File: config.mk
export PLATFORM = sky130hd
export DESIGN_NAME = lph_fifo
export DESIGN_NICKNAME = d
export VERILOG_FILES = /design/src/rtl/core/lph_pkg.sv /design/src/rtl/core/lph_fifo.sv
export SDC_FILE = /design/constraint.sdc
export NUM_CORES = 1
export LEC_CHECK = 0
export ABC_AREA = 1
export BUFFER_PORTS_ARGS = -buffer_cell sky130_fd_sc_hd__buf_2
export CORE_MARGIN = 2
export CORE_UTILIZATION = 47
export DETAILED_ROUTE_END_ITERATION = 16
export GPL_TIMING_DRIVEN = 0
export PLACE_DENSITY = 0.75
export RECOVER_POWER = 25
export SLEW_MARGIN = 10
export SYNTH_ARGS = -nofsm -noshare
export SYNTH_HDL_FRONTEND = slang
export SYNTH_SLANG_ARGS = --single-unit
File: constraint.sdc
create_clock -name clk_i -period 3.1 [get_ports clk_i]
set_clock_uncertainty 0.15 [all_clocks]
set_input_delay 0.62 -clock clk_i [delete_from_list [all_inputs] [get_ports clk_i]]
set_output_delay 0.62 -clock clk_i [all_outputs]
set_load 0.01 [all_outputs]
File: src/rtl/core/lph_pkg.sv
// Shared constants, types and a helper function of the linear probing hash insert core.
`default_nettype none

package lph_pkg;

  localparam int MaxSlots  = 1024;
  localparam int SlotW     = $clog2(MaxSlots);
  localparam int SizeW     = 11;
  localparam int KeyW      = 31;
  localparam int OutSlotW  = 10;
  // The remainder unit retires two dividend bits per cycle over a padded key.
  localparam int DivBits   = 32;
  localparam int DivSteps  = DivBits / 2;
  localparam int DivStepW  = $clog2(DivSteps);

  typedef struct packed {
    logic [KeyW-1:0]  key;
    logic [SlotW-1:0] home;
  } lph_req_t;

  // Size zero acts as one slot; sizes above the table saturate.
  function automatic logic [SizeW-1:0] lph_eff_size(input logic [SizeW-1:0] size);
    logic [SizeW-1:0] res;
    res = size;
    if (size == '0) begin
      res = SizeW'(1);
    end else if (size > SizeW'(MaxSlots)) begin
      res = SizeW'(MaxSlots);
    end
    return res;
  endfunction

endpackage

`default_nettype wire

File: src/rtl/core/lph_fifo.sv
// Two-entry request queue between the front end and the probe engine.
`default_nettype none

module lph_fifo (
  input  wire logic             clk_i,
  input  wire logic             rst_ni,
  input  wire logic             push_valid_i,
  output logic                  push_ready_o,
  input  wire lph_pkg::lph_req_t push_i,
  output logic                  pop_valid_o,
  input  wire logic             pop_ready_i,
  output lph_pkg::lph_req_t     pop_o
);
  import lph_pkg::*;

  lph_req_t   mem_q [2];
  logic       wr_ptr_q, rd_ptr_q;
  logic [1:0] cnt_q;
  logic       do_push, do_pop;

  assign push_ready_o = (cnt_q != 2'd2);
  assign pop_valid_o  = (cnt_q != 2'd0);
  assign pop_o        = mem_q[rd_ptr_q];
  assign do_push      = push_valid_i & push_ready_o;
  assign do_pop       = pop_valid_o & pop_ready_i;

  always_ff @(posedge clk_i or negedge rst_ni) begin
    if (!rst_ni) begin
      wr_ptr_q <= 1'b0;
      rd_ptr_q <= 1'b0;
      cnt_q    <= 2'd0;
    end else begin
      if (do_push) begin
        wr_ptr_q <= ~wr_ptr_q;
      end
      if (do_pop) begin
        rd_ptr_q <= ~rd_ptr_q;
      end
      if (do_push && !do_pop) begin
        cnt_q <= cnt_q + 2'd1;
      end else if (do_pop && !do_push) begin
        cnt_q <= cnt_q - 2'd1;
      end
    end
  end

  always_ff @(posedge clk_i) begin
    if (do_push) begin
      mem_q[wr_ptr_q] <= push_i;
    end
  end

endmodule

`default_nettype wire

==> summary.md <==
| Metric | Value |
|---|---|
| GRT Util Overall | `15.9%` |
| Num CTS Buffers | `9` |
| Setup ws final | `0.987 ns` |
| Placed cells | `428` |
| Hold path cells | `1` |
| RSZ-0062 raised after global routing | `no` |
| Min Tclk post-route | `2.11 ns` |
| Crit path max-delay family | `buffers and inverters` |
| Internal | `2.65 mW` |
| GRT Max-Usage Layer | `met2` |
| Hpwl dp | `3940 um` |
| Rel. slew slack | `59.2%` |
| Die footprint | `0.00779 mm2` |
| Status | `complete, no violations` |
| Max cap viols | `0` |
| CTS root buf | `clkbuf_8` |
| PnR Total Power | `3.97 mW` |
| Crit path kind | `reg -> out` |
| First-pass GRT wire length | `9090 um` |
| Post-route non-filler standard cell count | `445` |
| IO Pins | `88` |
| Switching Share | `33.2%` |
| Antenna cell count | `0` |
| TritonCTS sink count | `86` |
| Share of the synthesized area in the top cell type | `73.8%` |
| M3 GR Usage | `4.38%` |
| DRT Wirelength | `5780 um` |
| Fmax | `473 MHz` |
| Crit path arrival time | `1.34 ns` |
| Worst path depth | `6` |
| Syn Inst Count | `243` |
| Logic pwr share | `36.8%` |
| VDD IR max | `0.461 mV` |
| Worst Max-Slew Pin Slew | `0.611 ns` |
| Post-Layout Inst Area | `0.00418 mm2` |
| Area Growth Syn to Fin | `25.1%` |
| Final Max Slew Viols | `0` |
| Final Wtd Congestion | `0.674` |
| Placed cell areas | `0.00396 mm2` |
| Crit path required time | `2.33 ns` |
| DR iter-0 viols | `65` |
| TritonRoute pass-1 iters | `4` |
| Filler cells | `572` |
| Top post-synthesis cells by area | `edfxtp_1 74%, nand2_1 13%, nand2_2 3.4%` |
| CTS tree | `done` |
| Vias | `2033` |
| Wire per inst | `13.0 um` |
| Pleak | `1.78 nW` |
| Rows | `30` |
| Crit share post-route | `68.2%` |
| # DRC | `0` |
| H-Tree Level Count | `3` |
| R2R cell count | `5` |
| Seq/Total Area, Yosys | `76.8%` |
| Final setup vio count | `0` |
| CTS max path bufs | `2` |
| Chip Height | `88.3 um` |
| Syn Area/Cell | `13.7 um2` |
| CP endpoint kind | `output pin` |
| Crit-path max FO | `10` |
| CORE AREA | `0.00683 mm2` |
| Crit path largest cell delay | `0.38 ns` |
| Clock Power Share | `21.1%` |
| Library cells used by synthesis | `17` |
| Input/output buffers | `87` |
| Vias in the first global route | `1968` |
| Mapped Nets | `289` |
| Synth warn | `0` |
| Routed Antenna Nets | `0` |
| Vias/cell | `4.57` |
| CP Cell Sequence | `buf_6 -> inv_8 -> buf_6 -> nand2_1 -> nand2_1 -> buf_2` |
| Initial antenna violation count | `0` |
| Nets@finish | `390` |
| Register bit count reported by yosys | `86` |
| Switching pwr | `1.32 mW` |
| Post-CTS setup buffers | `0` |
| Sequential share of power | `42.1%` |
| M2 GR Usage | `27.8%` |
| Reg clk slew, reported paths | `0.08 ns` |
| Remaining global-route overflow | `0` |
| Worst-Skew Late Latency | `0.34 ns` |
| Leading area contributor after synthesis | `edfxtp_1` |
| Endpoints failing hold | `0` |
| Largest net degree at the start of global routing | `24` |
| PD cells | `951 mW/mm2` |
| Setup WS pre-CTS | `1.07 ns` |
| CP bufs+invs | `4` |
| Layout cells sized above 1 | `36.1%` |
| Slowest CP cell | `dfrtp_1` |
| Die Span X | `88.3 um` |
| Mapped Area | `0.00334 mm2` |
| Nature of the critical path startpoint | `flop` |
| Worst min path class | `in -> reg` |
| M1 GR Usage | `18.3%` |
| Starting density of the core | `48.8%` |
## power by group through the flow
stage	logic, mW	registers (mW)	clock network [mW]
3_5_place_dp	1.49	1.70	0
6_report	1.46	1.67	0.837
5_1_grt	1.63	1.70	0.904
4_1_cts	1.49	1.68	0.856
2_1_floorplan	0.924	1.69	0
3_3_place_gp	1.39	1.71	0
## layer usage
| metal | wire length (um) | vias to the layer above |
|---|---|---|
| met5 | 0 | - |
| met4 | 133 | 0 |
| met3 | 309 | 13 |
| met2 | 2970 | 64 |
| met1 | 2370 | 943 |
| li1 | - | 1013 |
## placed cells by master, fill, tap and decap left out
cell type,n
buf_6,4
xor2_2,1
nand2_1,113
dfrtp_1,4
clkbuf_1,14
buf_12,1
inv_1,4
nor2_4,2
nand3_1,2
nand2_4,2
ha_1,1
buf_16,2
nand2_2,18
clkbuf_8,14
clkinvlp_4,1
buf_2,76
bufinv_16,2
edfxtp_1,82
inv_2,2
xnor2_1,1
nand4_1,1
inv_8,1
dlygate4sd3_1,1
## stage by stage
stage | hold WS, ns | utilization (%) | TNS (ns)
6_report | 0.314 | 61.1 | 0
3_5_place_dp | 0.284 | 58.0 | 0
4_1_cts | 0.297 | 61.3 | 0
5_1_grt | 0.294 | 61.1 | 0
3_3_place_gp | 0.279 | 57.0 | -76.87
2_1_floorplan | 0.174 | - | 0
## synth_stat cells, drive strengths merged
master and number:
nand4 1, buf 5, nand2 133, xor2 1, nor2 2, dfrtp 4, ha 1, xnor2 1
inv 7, clkbuf 4, nand3 2, edfxtp 82
## repair_timing
item                                   4_1_cts  5_1_grt
resized for setup                            0        0
hold buffers                                 1        0
endpoints found under the hold margin        4        0
## area by class of cell
type / count / area [um2] / area share (%)
repair buffers: 90 / 487 / 11.7
inverters: 7 / 33.8 / 0.809
clock inverters: 3 / 67.6 / 1.62
flip-flops and latches: 86 / 2560 / 61.4
multi-input cells: 141 / 636 / 15.2
plain buffers: 9 / 120 / 2.88
clock buffers: 13 / 149 / 3.57
well taps: 96 / 120 / 2.88
## state kept, by name, indices dropped and copies added, names as in the netlist
| signal | flops |
|---|---|
| wr_ptr_q | 1 |
| rd_ptr_q | 1 |
| cnt_q | 2 |
| mem_q | 82 |
## logic make-up (layout without fill, tap and decap cells)
kind of cell	after synthesis	after routing	synth area share (%)
xor gates and xnor gates	2	2	0.750
adders and majority gates	1	1	0.375
buffers and inverters	16	122	4.61
DFF	86	86	76.8
and+or+nand+nor	138	138	17.5
## path summary, 6_finish.rpt
path                                start          end  slack (ns)
worst min register to register   cnt_q[0]     cnt_q[0]        0.40
max in group asynchronous          rst_ni     cnt_q[1]        2.19
min in group asynchronous          rst_ni     cnt_q[0]        0.49
worst max register to register   cnt_q[0]  mem_q[1][6]        1.27
worst min-delay path            push_i[8]  mem_q[0][8]        0.31
worst max-delay path             rd_ptr_q    pop_o[20]        0.99
(Power assumes the default switching activity.)
