## src/rtl/core/lph_pkg.sv

```systemverilog
// Shared constants, types and a helper function of the linear probing hash insert core.
`default_nettype none

package lph_pkg;

  localparam int MaxSlots  = 1024;
  localparam int SlotW     = $clog2(MaxSlots);
  localparam int SizeW     = 11;
  localparam int KeyW      = 31;
  localparam int OutSlotW  = 10;
  // The remainder unit retires two dividend bits per cycle over a padded key.
  localparam int DivBits   = 32;
  localparam int DivSteps  = DivBits / 2;
  localparam int DivStepW  = $clog2(DivSteps);

  typedef struct packed {
    logic [KeyW-1:0]  key;
    logic [SlotW-1:0] home;
  } lph_req_t;

  // Size zero acts as one slot; sizes above the table saturate.
  function automatic logic [SizeW-1:0] lph_eff_size(input logic [SizeW-1:0] size);
    logic [SizeW-1:0] res;
    res = size;
    if (size == '0) begin
      res = SizeW'(1);
    end else if (size > SizeW'(MaxSlots)) begin
      res = SizeW'(MaxSlots);
    end
    return res;
  endfunction

endpackage

`default_nettype wire

```

## src/rtl/core/lph_front.sv

```systemverilog
// Front end: accepts keys and computes the home slot with an iterative remainder unit.
`default_nettype none

module lph_front (
  input  wire logic                     clk_i,
  input  wire logic                     rst_ni,
  input  wire logic [lph_pkg::SizeW-1:0] size_i,
  input  wire logic                     in_valid_i,
  output logic                          in_ready_o,
  input  wire logic [lph_pkg::KeyW-1:0] key_i,
  output logic                          req_valid_o,
  input  wire logic                     req_ready_i,
  output lph_pkg::lph_req_t             req_o
);
  import lph_pkg::*;

  localparam logic [1:0] StIdle = 2'd0;
  localparam logic [1:0] StDiv  = 2'd1;
  localparam logic [1:0] StPush = 2'd2;

  logic [1:0]          state_q, state_d;
  logic [DivStepW-1:0] step_q, step_d;
  logic [DivBits-1:0]  dvd_q, dvd_d;
  logic [SizeW-1:0]    rem_q, rem_d;
  logic [KeyW-1:0]     key_q, key_d;
  logic [DivBits-1:0]  dvd_nxt;
  logic [SizeW-1:0]    rem_nxt;

  // Two restoring steps per cycle; the remainder stays below the size.
  always_comb begin
    logic [SizeW:0] part;
    logic [SizeW:0] dvs;
    dvd_nxt = dvd_q;
    rem_nxt = rem_q;
    dvs     = {1'b0, size_i};
    for (int i = 0; i < 2; i++) begin
      part = {rem_nxt, dvd_nxt[DivBits-1]};
      if (part >= dvs) begin
        part = part - dvs;
      end
      rem_nxt = part[SizeW-1:0];
      dvd_nxt = {dvd_nxt[DivBits-2:0], 1'b0};
    end
  end

  always_comb begin
    state_d = state_q;
    step_d  = step_q;
    dvd_d   = dvd_q;
    rem_d   = rem_q;
    key_d   = key_q;
    unique case (state_q)
      StIdle: begin
        if (in_valid_i) begin
          key_d   = key_i;
          dvd_d   = DivBits'(key_i);
          rem_d   = '0;
          step_d  = '0;
          state_d = StDiv;
        end
      end
      StDiv: begin
        dvd_d  = dvd_nxt;
        rem_d  = rem_nxt;
        step_d = step_q + DivStepW'(1);
        if (step_q == DivStepW'(DivSteps - 1)) begin
          state_d = StPush;
        end
      end
      StPush: begin
        if (req_ready_i) begin
          state_d = StIdle;
        end
      end
      default: state_d = StIdle;
    endcase
  end

  always_ff @(posedge clk_i or negedge rst_ni) begin
    if (!rst_ni) begin
      state_q <= StIdle;
      step_q  <= '0;
    end else begin
      state_q <= state_d;
      step_q  <= step_d;
    end
  end

  always_ff @(posedge clk_i) begin
    dvd_q <= dvd_d;
    rem_q <= rem_d;
    key_q <= key_d;
  end

  assign in_ready_o  = (state_q == StIdle);
  assign req_valid_o = (state_q == StPush);
  assign req_o.key   = key_q;
  assign req_o.home  = rem_q[SlotW-1:0];

endmodule

`default_nettype wire

```

## config.mk

```make
export PLATFORM = sky130hd
export DESIGN_NAME = lph_front
export DESIGN_NICKNAME = d
export VERILOG_FILES = /design/src/rtl/core/lph_pkg.sv /design/src/rtl/core/lph_front.sv
export SDC_FILE = /design/constraint.sdc
export NUM_CORES = 1
export LEC_CHECK = 0
export BUFFER_PORTS_ARGS = -buffer_cell sky130_fd_sc_hd__clkbuf_2
export CAP_MARGIN = 20
export CORE_UTILIZATION = 35
export CTS_BUF_LIST = sky130_fd_sc_hd__clkbuf_8
export DETAILED_ROUTE_END_ITERATION = 10
export GPL_ROUTABILITY_DRIVEN = 0
export HOLD_SLACK_MARGIN = 0.06
export SLEW_MARGIN = 20
export SYNTH_ARGS = -nofsm -noshare
export SYNTH_HDL_FRONTEND = slang
export SYNTH_SLANG_ARGS = --single-unit
```

## constraint.sdc

```tcl
create_clock -name clk_i -period 8.1 [get_ports clk_i]
set_input_delay 1.215 -clock clk_i [delete_from_list [all_inputs] [get_ports clk_i]]
set_output_delay 1.215 -clock clk_i [all_outputs]
set_load 0.02 [all_outputs]
```

==> metrics.md, run 1 <==
| Metric | Value |
|---|---|
| Fin. Hold Viols | `0` |
| Min-delay src | `dvd_q[12]` |
| Compound-Gate Fraction of Synth Area | `12.22%` |
| CTS buffer count | `9` |
| Simple-gate share of the synthesized area | `15.25%` |
| Register clock-pin slew on the reported worst setup and hold paths | `80 ps` |
| Starting Density | `36.10%` |
| Data required, critical path | `8190 ps` |
| Post-CTS sizing | `0` |
| Largest net degree at the start of global routing | `44` |
| Worst slew pin tran | `1011 ps` |
| Synth warn | `0` |
| Fill count | `1217` |
| Critical path data arrival time | `5570 ps` |
| Initial antenna violation count | `0` |
| Final hold slack | `511.3 ps` |
| Post-synthesis mux area share | `3.148%` |
| Synth top area share | `50.83%` |
| Port Buf Inserts | `88` |
| Worst r2r dst | `rem_q[0]` |
| Synth Area in Adders | `7.499%` |
| Setup TNS | `0 ps` |
| First-pass GRT wire length | `15010 um` |
| HPWL after detailed placement | `6622 um` |
| Seq pwr share | `30.4%` |
| Final wirelength | `9220 um` |
| Antenna Nets Post-Route | `0` |
| Post-synth ARST share | `7.500%` |
| Slowest cell on crit path | `o21ai_1` |
| Total power density per cell area | `494.4 mW/mm^2` |
| Worst r2r src | `dvd_q[31]` |
| CTS tree | `built` |
| Cells after synthesis | `407` |
| Share of cells above drive strength 1 | `25.77%` |
| Die Wd | `113.8 um` |
| Synth area leader | `edfxtp_1` |
| Clock power share | `12.0%` |
| Syn_nets | `478` |
| Largest family of logic cells by synthesized area | `simple AND/OR/NAND/NOR gates` |
| CORE AREA | `0.01211 mm^2` |
| Grt total ovfl | `0` |
| Core Util, Final | `42.15%` |
| FF-to-FF setup slack | `3200 ps` |
| Post-DR vias/cell | `4.822` |
| Clock skew | `10.22 ps` |
| Psw | `1.084 mW` |
| CTS root buffer | `clkbuf_8` |
| Top delay family on crit path | `compound AO/OA/AOI/OAI gates` |
| Worst vdd ir | `175.5 uV` |
| GR met1 Demand/Resource | `20.29%` |
| Tcrit/Tclk final | `67.69%` |
| Post-CTS Setup Repair Bufs | `0` |
| Crit. End Element | `register` |
| Pre-CTS setup slack | `2317 ps` |
| Syn Area/Cell | `10.74 um^2` |
| Post-Synthesis Cell Area | `0.004372 mm^2` |
| Hold_buf cts | `0` |
| DRC Markers | `0` |
| Worst hold path type | `reg -> reg` |
| XOR/XNOR Fraction of Synth Area | `2.604%` |
| GRT Total Usage | `14.85%` |
| Row cnt | `40` |
| Max Cap Viol | `0` |
| Max Clock Freq | `0.1824 GHz` |
| Die area | `0.01294 mm^2` |
| Vias | `3168` |
| Clock tree buffer depth | `2` |
| Final count of pins violating max slew | `0` |
| Worst Path Buf+Inv | `2` |
| Vias in the first global route | `3111` |
| Top post-synthesis cells by area | `edfxtp_1 (51%), nand2_1 (8.9%), ha_1 (6.6%)` |
| WS Path Type | `in -> reg` |
| Io pins | `89` |
| Flops & latches, synth | `80` |
| Startpoint Class | `primary input` |
| Seq/Total Area, Yosys | `54.26%` |
| Sw frac | `42.96%` |
| Worst-path maximum fanout | `15` |
| Outcome | `finished, final reports clean` |
| Synth Flop Type | `edfxtp_1` |
| Relative slew slack | `32.15%` |
| Drt first pass iters | `4` |
| Final WS setup | `2617 ps` |
| Final Critical Period | `5483 ps` |
| CP cell instances | `clkbuf_2 > ha_1 > fa_1 > nand2b_2 > a21oi_4 > o21ai_2 > a22o_4 > o21ai_0 > inv_1 > fa_1 > nand2b_1 > a21oi_1 > a211o_1 > a21oi_1 > o21ai_1 > o21ai_0 > o311a_1` |
| Hold Path End | `dvd_q[14]` |
| Layout Nets | `555` |
| Cell variety after synth | `52` |
| Area grow syn2layout | `16.77%` |
| Met2 Usage GRT | `23.25%` |
| Number of flops mapped to enable cells by yosys | `74` |
| Final setup viols | `0` |
| Die Ht | `113.8 um` |
| LEAKAGE | `2.272 nW` |
| Initial DRC Count | `207` |
| Hold path cells | `2` |
| DR WL/cell | `14.03 um` |
| Worst-case reg-to-reg path depth | `17` |
| Clock latency on the worst-skew pair | `340 ps` |
| Internal power | `1.440 mW` |
| Antenna diodes | `0` |
| Most Crowded Layer GR | `met2` |
| Global Route met3 Usage | `3.879%` |
| H-tree levels | `3` |
| TritonCTS Sinks | `80` |
| Slowest stage delay, CP | `800 ps` |
| RSZ-0062 raised after global routing | `false` |
| Power share of the combinational group | `57.7%` |
-- registers in the layout, summed over array words and instances, names as in the netlist --
| register | cells |
|---|---|
| rem_q | 11 |
| dvd_q | 32 |
| step_q | 4 |
| key_q | 31 |
| state_q | 2 |
-- tightest hold or removal path, stage by stage, from the launching register on --
cell and delay (ps):
edfxtp_1 330, nand2_1 50, nand2_1 40
-- worst max-delay path by stage --
stage,endpoint,slack (ps),depth (start not counted),from
after global routing,rem_q[0],2240,17,size_i[0]
after floorplan,rem_q[7],3240,17,size_i[0]
final,rem_q[0],2620,17,size_i[0]
after global placement,rem_q[0],2450,17,size_i[0]
after detailed placement,rem_q[0],2320,17,size_i[0]
after CTS,rem_q[7],2670,17,size_i[0]
-- through the flow --
stage	instances	area, um^2	total power, mW
2_1_floorplan	407	4372	1.962
4_1_cts	657	5105	2.538
5_1_grt	657	5105	2.748
3_5_place_dp	641	4900	2.225
6_report	657	5105	2.524
3_3_place_gp	641	4900	2.184
-- Yosys cell counts, types with 4 or more instances --
library cell and number:
a21oi_1 19, xor2_1 5, clkbuf_1 9, xnor2_1 8
nor2_1 17, o21ai_0 17, nand3_1 9, dfrtp_1 6
inv_1 21, edfxtp_1 74, a21o_1 4, nor2b_1 5
nand2_1 104, ha_1 23, mux2_2 8, o21ai_1 13
buf_4 10
-- area by class of cell --
| type | count | area [um^2] | area share [%] |
|---|---|---|---|
| clock inverter | 6 | 67.56 | 1.324 |
| tap | 168 | 210.2 | 4.118 |
| clock buffer | 10 | 137.6 | 2.696 |
| inverter | 21 | 78.83 | 1.544 |
| sequential | 80 | 2372 | 46.47 |
| multi-input combinational | 283 | 1790 | 35.07 |
| timing repair buffer | 89 | 447.9 | 8.775 |
-- cells in the final DEF, fill, tap and decap left out, types with 3 or more instances in the layout --
master    synthesis  routed
nand2_1         104     104
clkbuf_2          0      88
edfxtp_1         74      74
ha_1             23      23
inv_1            21      21
a21oi_1          19      19
nor2_1           17      17
o21ai_0          17      17
o21ai_1          13      13
clkbuf_8          0      10
nand3_1           9       9
mux2_2            8       8
xnor2_1           8       8
dfrtp_1           6       6
xor2_1            5       5
nor2b_1           5       4
a21o_1            4       4
o21a_1            3       3
a31oi_1           3       3
a211o_1           3       3
o311a_1           3       3
and2_1            3       3
-- layer usage --
layer | part of all wire (%) | wire (um)
met5 | 0 | 0
met4 | 1.2 | 111
met3 | 7.1 | 659
met2 | 45 | 4159
met1 | 47 | 4290
-- power groups by stage --
| stage | logic (mW) | registers (mW) | clock network (mW) |
|---|---|---|---|
| 3_5_place_dp | 1.45 | 0.777 | 0 |
| 6_report | 1.46 | 0.767 | 0.302 |
| 3_3_place_gp | 1.41 | 0.772 | 0 |
| 2_1_floorplan | 1.19 | 0.772 | 0 |
| 5_1_grt | 1.64 | 0.784 | 0.326 |
| 4_1_cts | 1.46 | 0.769 | 0.311 |
-- kinds of logic after synthesis --
family | count (synthesis)
adders and majority gates | 25
muxes | 11
xor gates and xnor gates | 13
buffers and inverters | 44
AOI/OAI and AO/OA | 80
DFF | 80
and+or+nand+nor | 154
No activity file was read; power rests on OpenSTA's default activity.
==> run 2, diff against run 1 <==
Clock period 8.1 ns to 4.4 ns, I/O delays scaled along.
==> run 2 against run 1 <==
Worst hold slack lost 380 ps. Combinational power grew 93%. Final cell count grew 1.4%. Die area is the same.
==> metrics.md, run 2 (same netlist as run 1, synthesis figures left out) <==
| Metric | Value |
|---|---|
| Outcome | `finished, final reports clean (unchanged)` |
| Vias in the first global route | `3196 (was 3111)` |
| Final wirelength | `9385 um (was 9220 um)` |
| Initial antenna violation count | `0 (unchanged)` |
| LEAKAGE | `2.323 nW (was 2.272 nW)` |
| Drt first pass iters | `4 (unchanged)` |
| Final hold slack | `126.8 ps (was 511.3 ps)` |
| Antenna Nets Post-Route | `0 (unchanged)` |
| Die Ht | `113.8 um (unchanged)` |
| Clock tree buffer depth | `2 (unchanged)` |
| DP Cell Count | `650 (was 641)` |
| Io pins | `89 (unchanged)` |
| DR WL/cell | `14.09 um (was 14.03 um)` |
| Most common cell after layout, fill and taps aside | `nand2_1 (unchanged)` |
| Layout Nets | `564 (was 555)` |
| Number of flip-flops in the largest register | `32 (unchanged)` |
| Worst slew pin tran | `932.9 ps (was 1011 ps)` |
| Sw frac | `41.93% (was 42.96%)` |
| Internal power | `2.791 mW (was 1.440 mW)` |
| Core Util, Final | `42.77% (was 42.15%)` |
| CTS root buffer | `clkbuf_8 (unchanged)` |
| Tcrit/Tclk final | `94.09%` |
| Worst-path maximum fanout | `12 (was 15)` |
| Crit. End Element | `register (unchanged)` |
| Clock skew | `14.02 ps (was 10.22 ps)` |
| DRC Markers | `0 (unchanged)` |
| Die Wd | `113.8 um (unchanged)` |
| Final count of pins violating max slew | `0 (unchanged)` |
| Max Cap Viol | `0 (unchanged)` |
| Relative slew slack | `37.72% (was 32.15%)` |
| Power share of the combinational group | `58.6% (was 57.7%)` |
| Seq pwr share | `29.3% (was 30.4%)` |
| Worst vdd ir | `282.2 uV (was 175.5 uV)` |
| Psw | `2.015 mW (was 1.084 mW)` |
| H-tree levels | `3 (unchanged)` |
| Hold_buf cts | `0 (unchanged)` |
| GRT Total Usage | `14.89% (was 14.85%)` |
| Antenna diodes | `0 (unchanged)` |
| Pre-CTS setup slack | `-27.10 ps (was 2317 ps)` |
| CTS tree | `built (unchanged)` |
| Initial DRC Count | `171 (was 207)` |
| Post-CTS sizing | `0 (unchanged)` |
| Port Buf Inserts | `88 (unchanged)` |
| Max Clock Freq | `0.2416 GHz` |
| Most flops, register | `dvd_q (unchanged)` |
| Clock power share | `12.1% (was 12.0%)` |
| Startpoint Class | `primary input (unchanged)` |
| Fin. Hold Viols | `0 (unchanged)` |
| Top Registers | `dvd_q (32), key_q (31), rem_q (11) (unchanged)` |
| Data required, critical path | `4500 ps (was 8190 ps)` |
| Vias | `3170 (was 3168)` |
| Share of cells above drive strength 1 | `26.91% (was 25.77%)` |
| HPWL after detailed placement | `6777 um (was 6622 um)` |
| Post-DR vias/cell | `4.760 (was 4.822)` |
| Worst hold path type | `in -> async (was reg -> reg)` |
| Post-CTS Setup Repair Bufs | `0 (unchanged)` |
| Final Non-Filler Cells | `666 (was 657)` |
| Final Critical Period | `4140 ps` |
| CTS buffer count | `9 (unchanged)` |
| Clock latency on the worst-skew pair | `340 ps (about the same)` |
| RSZ-0062 raised after global routing | `false (unchanged)` |
| TritonCTS Sinks | `80 (unchanged)` |
| Area grow syn2layout | `18.49% (was 16.77%)` |
| Final WS setup | `260.1 ps (was 2617 ps)` |
| CORE AREA | `0.01211 mm^2 (unchanged)` |
| Final setup viols | `0 (unchanged)` |
| Total power density per cell area | `927.7 mW/mm^2 (was 494.4 mW/mm^2)` |
| WS Path Type | `in -> reg (unchanged)` |
| Critical path data arrival time | `4240 ps (was 5570 ps)` |
| Row cnt | `40 (unchanged)` |
| Grt total ovfl | `0 (unchanged)` |
| Most frequent cells in the layout | `nand2_1 (104), clkbuf_2 (88), edfxtp_1 (74) (unchanged)` |
| Post-layout power | `4.805 mW (was 2.524 mW)` |
| Die area | `0.01294 mm^2 (unchanged)` |
| Largest net degree at the start of global routing | `44 (unchanged)` |
| First-pass GRT wire length | `15000 um (was 15010 um)` |
| Starting Density | `36.10% (unchanged)` |
| Register clock-pin slew on the reported worst setup and hold paths | `90 ps (was 80 ps)` |
-- run 2: changes by cell type in the layout (fill, tap and decap cells not counted) --
cell       before  now
inv_1          21   22
bufinv_16       1    2
inv_6           2    0
clkinv_2        0    1
buf_4           1   10
clkbuf_8       10    9
-- run 2: path summary, 6_finish.rpt --
kind,from,to,slack (ps),cells past startpoint
worst min register to register,step_q[3],step_q[3],500,1
max in group asynchronous,rst_ni,step_q[0],4100,1
min in group clk_i,step_q[3],step_q[3],500,1
worst max register to register,dvd_q[31],rem_q[7],290,16
worst min-delay path,rst_ni,state_q[1],130,1
worst max-delay path,size_i[0],rem_q[7],260,16
-- run 2: layout make-up --
class,count,area [um^2]
Clock buffer,9,123.9
Clock inverter,7,88.84
Fill cell,1192,6932
Inverter,21,78.83
Multi-Input combinational cell,283,1790
Sequential cell,80,2372
Tap cell,168,210.2
Timing Repair Buffer,98,515.5
-- run 2: layer usage --
metal | vias to the layer above | track usage [%] | routed length, um
met5 | - | 0 | 0
met4 | 0 | 6.579 | 149
li1 | 1610 | - | -
met2 | 90 | 24.19 | 4213
met3 | 11 | 3.188 | 461
met1 | 1459 | 19.16 | 4560
-- run 2: stage by stage --
stage | cell area, um^2 | TNS (ps)
floorplan | 4372 | 0
finish | 5180 | 0
global placement | 4967 | 0
detailed placement | 4967 | -56.89
global route | 5180 | 0
CTS | 5180 | 0
-- run 2: critical path, stage by stage --
cell and delay [ps]:
clkbuf_2 100, ha_1 240, fa_1 410, nand2b_2 230, a211oi_1 340, o21ai_1 130
a21oi_1 160, a31oi_1 50, mux2_2 280, ha_1 300, and4_1 220, a211o_1 300
a21oi_1 180, o21ai_1 110, buf_4 190, o311a_1 340
-- run 2: power by group through the flow --
stage          Clock, mW  Combinational [mW]  Sequential, mW
3_3_place_gp           0                2.76            1.42
3_5_place_dp           0                2.81            1.43
4_1_cts            0.598                2.83            1.41
2_1_floorplan          0                2.19            1.42
5_1_grt            0.627                3.14            1.44
6_report           0.581                2.82            1.41
==> run 3, diff against run 2 <==
Settings changed: CORE_UTILIZATION 35 to 30, MAX_ROUTING_LAYER set to met4.
==> run 3 against run 2 <==
Sequential share of layout area rose by 0.19 points. Combinational power down 2%. Wire length fell by 1.1%. Critical path type unchanged. Clock skew decreased by 5.1 ps. Core utilization shrank 6.0 points. Register-to-register slack improved by 70 ps. Final area shrank 0.41%. Clock-buffer cell count is the same.
==> metrics.md, run 3 (same netlist as run 1, synthesis figures left out) <==
| Metric | Value |
|---|---|
| Outcome | `finished, final reports clean (unchanged)` |
| Antenna diodes | `0 (unchanged)` |
| Worst hold path type | `in -> async (unchanged)` |
| Post-CTS Setup Repair Bufs | `0 (unchanged)` |
| Post-CTS sizing | `0 (unchanged)` |
| Grt total ovfl | `0 (unchanged)` |
| HPWL after detailed placement | `6801 um (was 6777 um)` |
| Relative slew slack | `38.10% (was 37.72%)` |
| Most flops, register | `dvd_q (unchanged)` |
| Max Clock Freq | `0.2453 GHz (was 0.2416 GHz)` |
| Startpoint Class | `primary input (unchanged)` |
| TritonCTS Sinks | `80 (unchanged)` |
| Clock tree buffer depth | `2 (unchanged)` |
| Share of cells above drive strength 1 | `26.17% (was 26.91%)` |
| Port Buf Inserts | `88 (unchanged)` |
| Critical path's most frequent cell | `ha_1` |
| Final setup viols | `0 (unchanged)` |
| Top Registers | `dvd_q (32), key_q (31), rem_q (11) (unchanged)` |
| Number of flip-flops in the largest register | `32 (unchanged)` |
| Setup TNS | `0 ps (unchanged)` |
| Die Wd | `122.7 um (was 113.8 um)` |
| First-pass GRT wire length | `15070 um (was 15000 um)` |
| Fin. Hold Viols | `0 (unchanged)` |
| Starting Density | `31.13% (was 36.10%)` |
| Core Util, Final | `36.74% (was 42.77%)` |
| Initial DRC Count | `101 (was 171)` |
| Critical path data arrival time | `4170 ps (was 4240 ps)` |
| Most common cell after layout, fill and taps aside | `nand2_1 (unchanged)` |
| Tcrit/Tclk final | `92.66% (was 94.09%)` |
| Crit. End Element | `register (unchanged)` |
| Die area | `0.01506 mm^2 (was 0.01294 mm^2)` |
| RSZ-0062 raised after global routing | `false (unchanged)` |
| Layout Nets | `561 (was 564)` |
| WS Path Type | `in -> reg (unchanged)` |
| DRC Markers | `0 (unchanged)` |
| H-tree levels | `3 (unchanged)` |
| Worst slew pin tran | `928.6 ps (was 932.9 ps)` |
| CTS root buffer | `clkbuf_8 (unchanged)` |
| Final wirelength | `9285 um (was 9385 um)` |
| Max Cap Viol | `0 (unchanged)` |
| Final count of pins violating max slew | `0 (unchanged)` |
| Worst r2r src | `dvd_q[31] (unchanged)` |
| Slowest stage delay, CP | `400 ps (was 410 ps)` |
| Worst-path maximum fanout | `15 (was 12)` |
| DP Cell Count | `659 (was 650)` |
| Total power density per cell area | `918.6 mW/mm^2 (was 927.7 mW/mm^2)` |
| Most frequent cells in the layout | `nand2_1 (104), clkbuf_2 (88), edfxtp_1 (74) (unchanged)` |
| Antenna Nets Post-Route | `0 (unchanged)` |
| Post-DR vias/cell | `4.759 (was 4.760)` |
| Final Critical Period | `4077 ps (was 4140 ps)` |
| Row cnt | `43 (was 40)` |
| Vias in the first global route | `3225 (was 3196)` |
| Die Ht | `122.7 um (was 113.8 um)` |
| Vias | `3203 (was 3170)` |
| Register clock-pin slew on the reported worst setup and hold paths | `80 ps (was 90 ps)` |
| Final Non-Filler Cells | `673 (was 666)` |
| Post-Place Cell Area | `0.004960 mm^2 (was 0.004967 mm^2)` |
| Worst Path Buf+Inv | `2 (unchanged)` |
| CP startpoint | `size_i[0] (unchanged)` |
| Clock latency on the worst-skew pair | `340 ps (about the same)` |
| Io pins | `89 (unchanged)` |
| CP cell instances | `clkbuf_2 > ha_1 > fa_1 > nand2b_2 > a21oi_4 > o21ai_2 > a22o_4 > mux2_2 > ha_1 > a211oi_1 > nor2_1 > a211o_1 > a21oi_1 > o21ai_1 > buf_4 > o311a_1 (was clkbuf_2 > ha_1 > fa_1 > nand2b_2 > a211oi_1 > o21ai_1 > a21oi_1 > a31oi_1 > mux2_2 > ha_1 > and4_1 > a211o_1 > a21oi_1 > o21ai_1 > buf_4 > o311a_1)` |
| CTS buffer count | `9 (unchanged)` |
| Drt first pass iters | `4 (unchanged)` |
| Worst vdd ir | `289.3 uV (was 282.2 uV)` |
| Data required, critical path | `4490 ps (was 4500 ps)` |
| GRT Total Usage | `13.45% (was 14.89%)` |
| CTS tree | `built (unchanged)` |
| Area grow syn2layout | `18.00% (was 18.49%)` |
| Pre-CTS setup slack | `-8.364 ps (was -27.10 ps)` |
| LEAKAGE | `2.298 nW (was 2.323 nW)` |
| Largest net degree at the start of global routing | `44 (unchanged)` |
| Final WS setup | `323.0 ps (was 260.1 ps)` |
| Top delay family on crit path | `compound AO/OA/AOI/OAI gates (unchanged)` |
| Hold_buf cts | `0 (unchanged)` |
| CORE AREA | `0.01404 mm^2 (was 0.01211 mm^2)` |
| Clock skew | `8.888 ps (was 14.02 ps)` |
| DR WL/cell | `13.80 um (was 14.09 um)` |
| Initial antenna violation count | `0 (unchanged)` |
| Fin area | `0.005159 mm^2 (was 0.005180 mm^2)` |
| Slowest cell on crit path | `fa_1 (unchanged)` |
-- run 3: cell types whose count changed in the layout (fill, tap and decap cells not counted), sizes merged --
cell / previous run / this run
inv: 23 / 22
clkinv: 2 / 1
buf: 10 / 7
-- run 3: report_power, final --
group / switching [mW] / internal [mW]
registers: 0.124 / 1.29
logic: 1.60 / 1.16
clock network: 0.258 / 0.310
total: 1.98 / 2.76
-- run 3: final timing paths --
check,endpoint,slack [ps],cells past startpoint
setup / recovery,rem_q[0],320,16
hold / removal,state_q[0],130,1
setup reg to reg,rem_q[0],360,16
hold reg to reg,step_q[3],500,1
max in group asynchronous,step_q[2],4120,1
min in group clk_i,step_q[3],500,1
-- run 3: through the flow --
stage               power, mW  hold slack [ps]
detailed placement      4.189            496.8
global route            5.182            111.1
finish                  4.739            129.4
global placement        4.116            463.8
floorplan               3.611            364.4
CTS                     4.783            102.4
-- run 3: area by class of cell --
class	instances	area [um^2]
Inverter	21	78.83
Timing Repair Buffer	95	493.0
Multi-Input combinational cell	283	1790
Fill cell	1414	8884
Tap cell	180	225.2
Clock inverter	5	75.07
Sequential cell	80	2372
Clock buffer	9	123.9
-- run 3: metal layers --
metal  up-vias  routed length [um]  track usage [%]
li1       1596                   -                -
met1      1500                4353            16.84
met2        95                4280            21.07
met3        12                 493            3.067
met4         0                 157            5.183
met5         -                   0                -
-- run 3: worst reg2reg max path, stage by stage, from the launching register on --
cell      delay, ps
edfxtp_1        360
inv_1            50
ha_1            210
fa_1            400
nand2b_2        220
a21oi_4         150
o21ai_2          80
a22o_4          300
mux2_2          320
ha_1            350
a211oi_1        230
nor2_1           70
a211o_1         240
a21oi_1         170
o21ai_1          90
buf_4           190
o311a_1         350
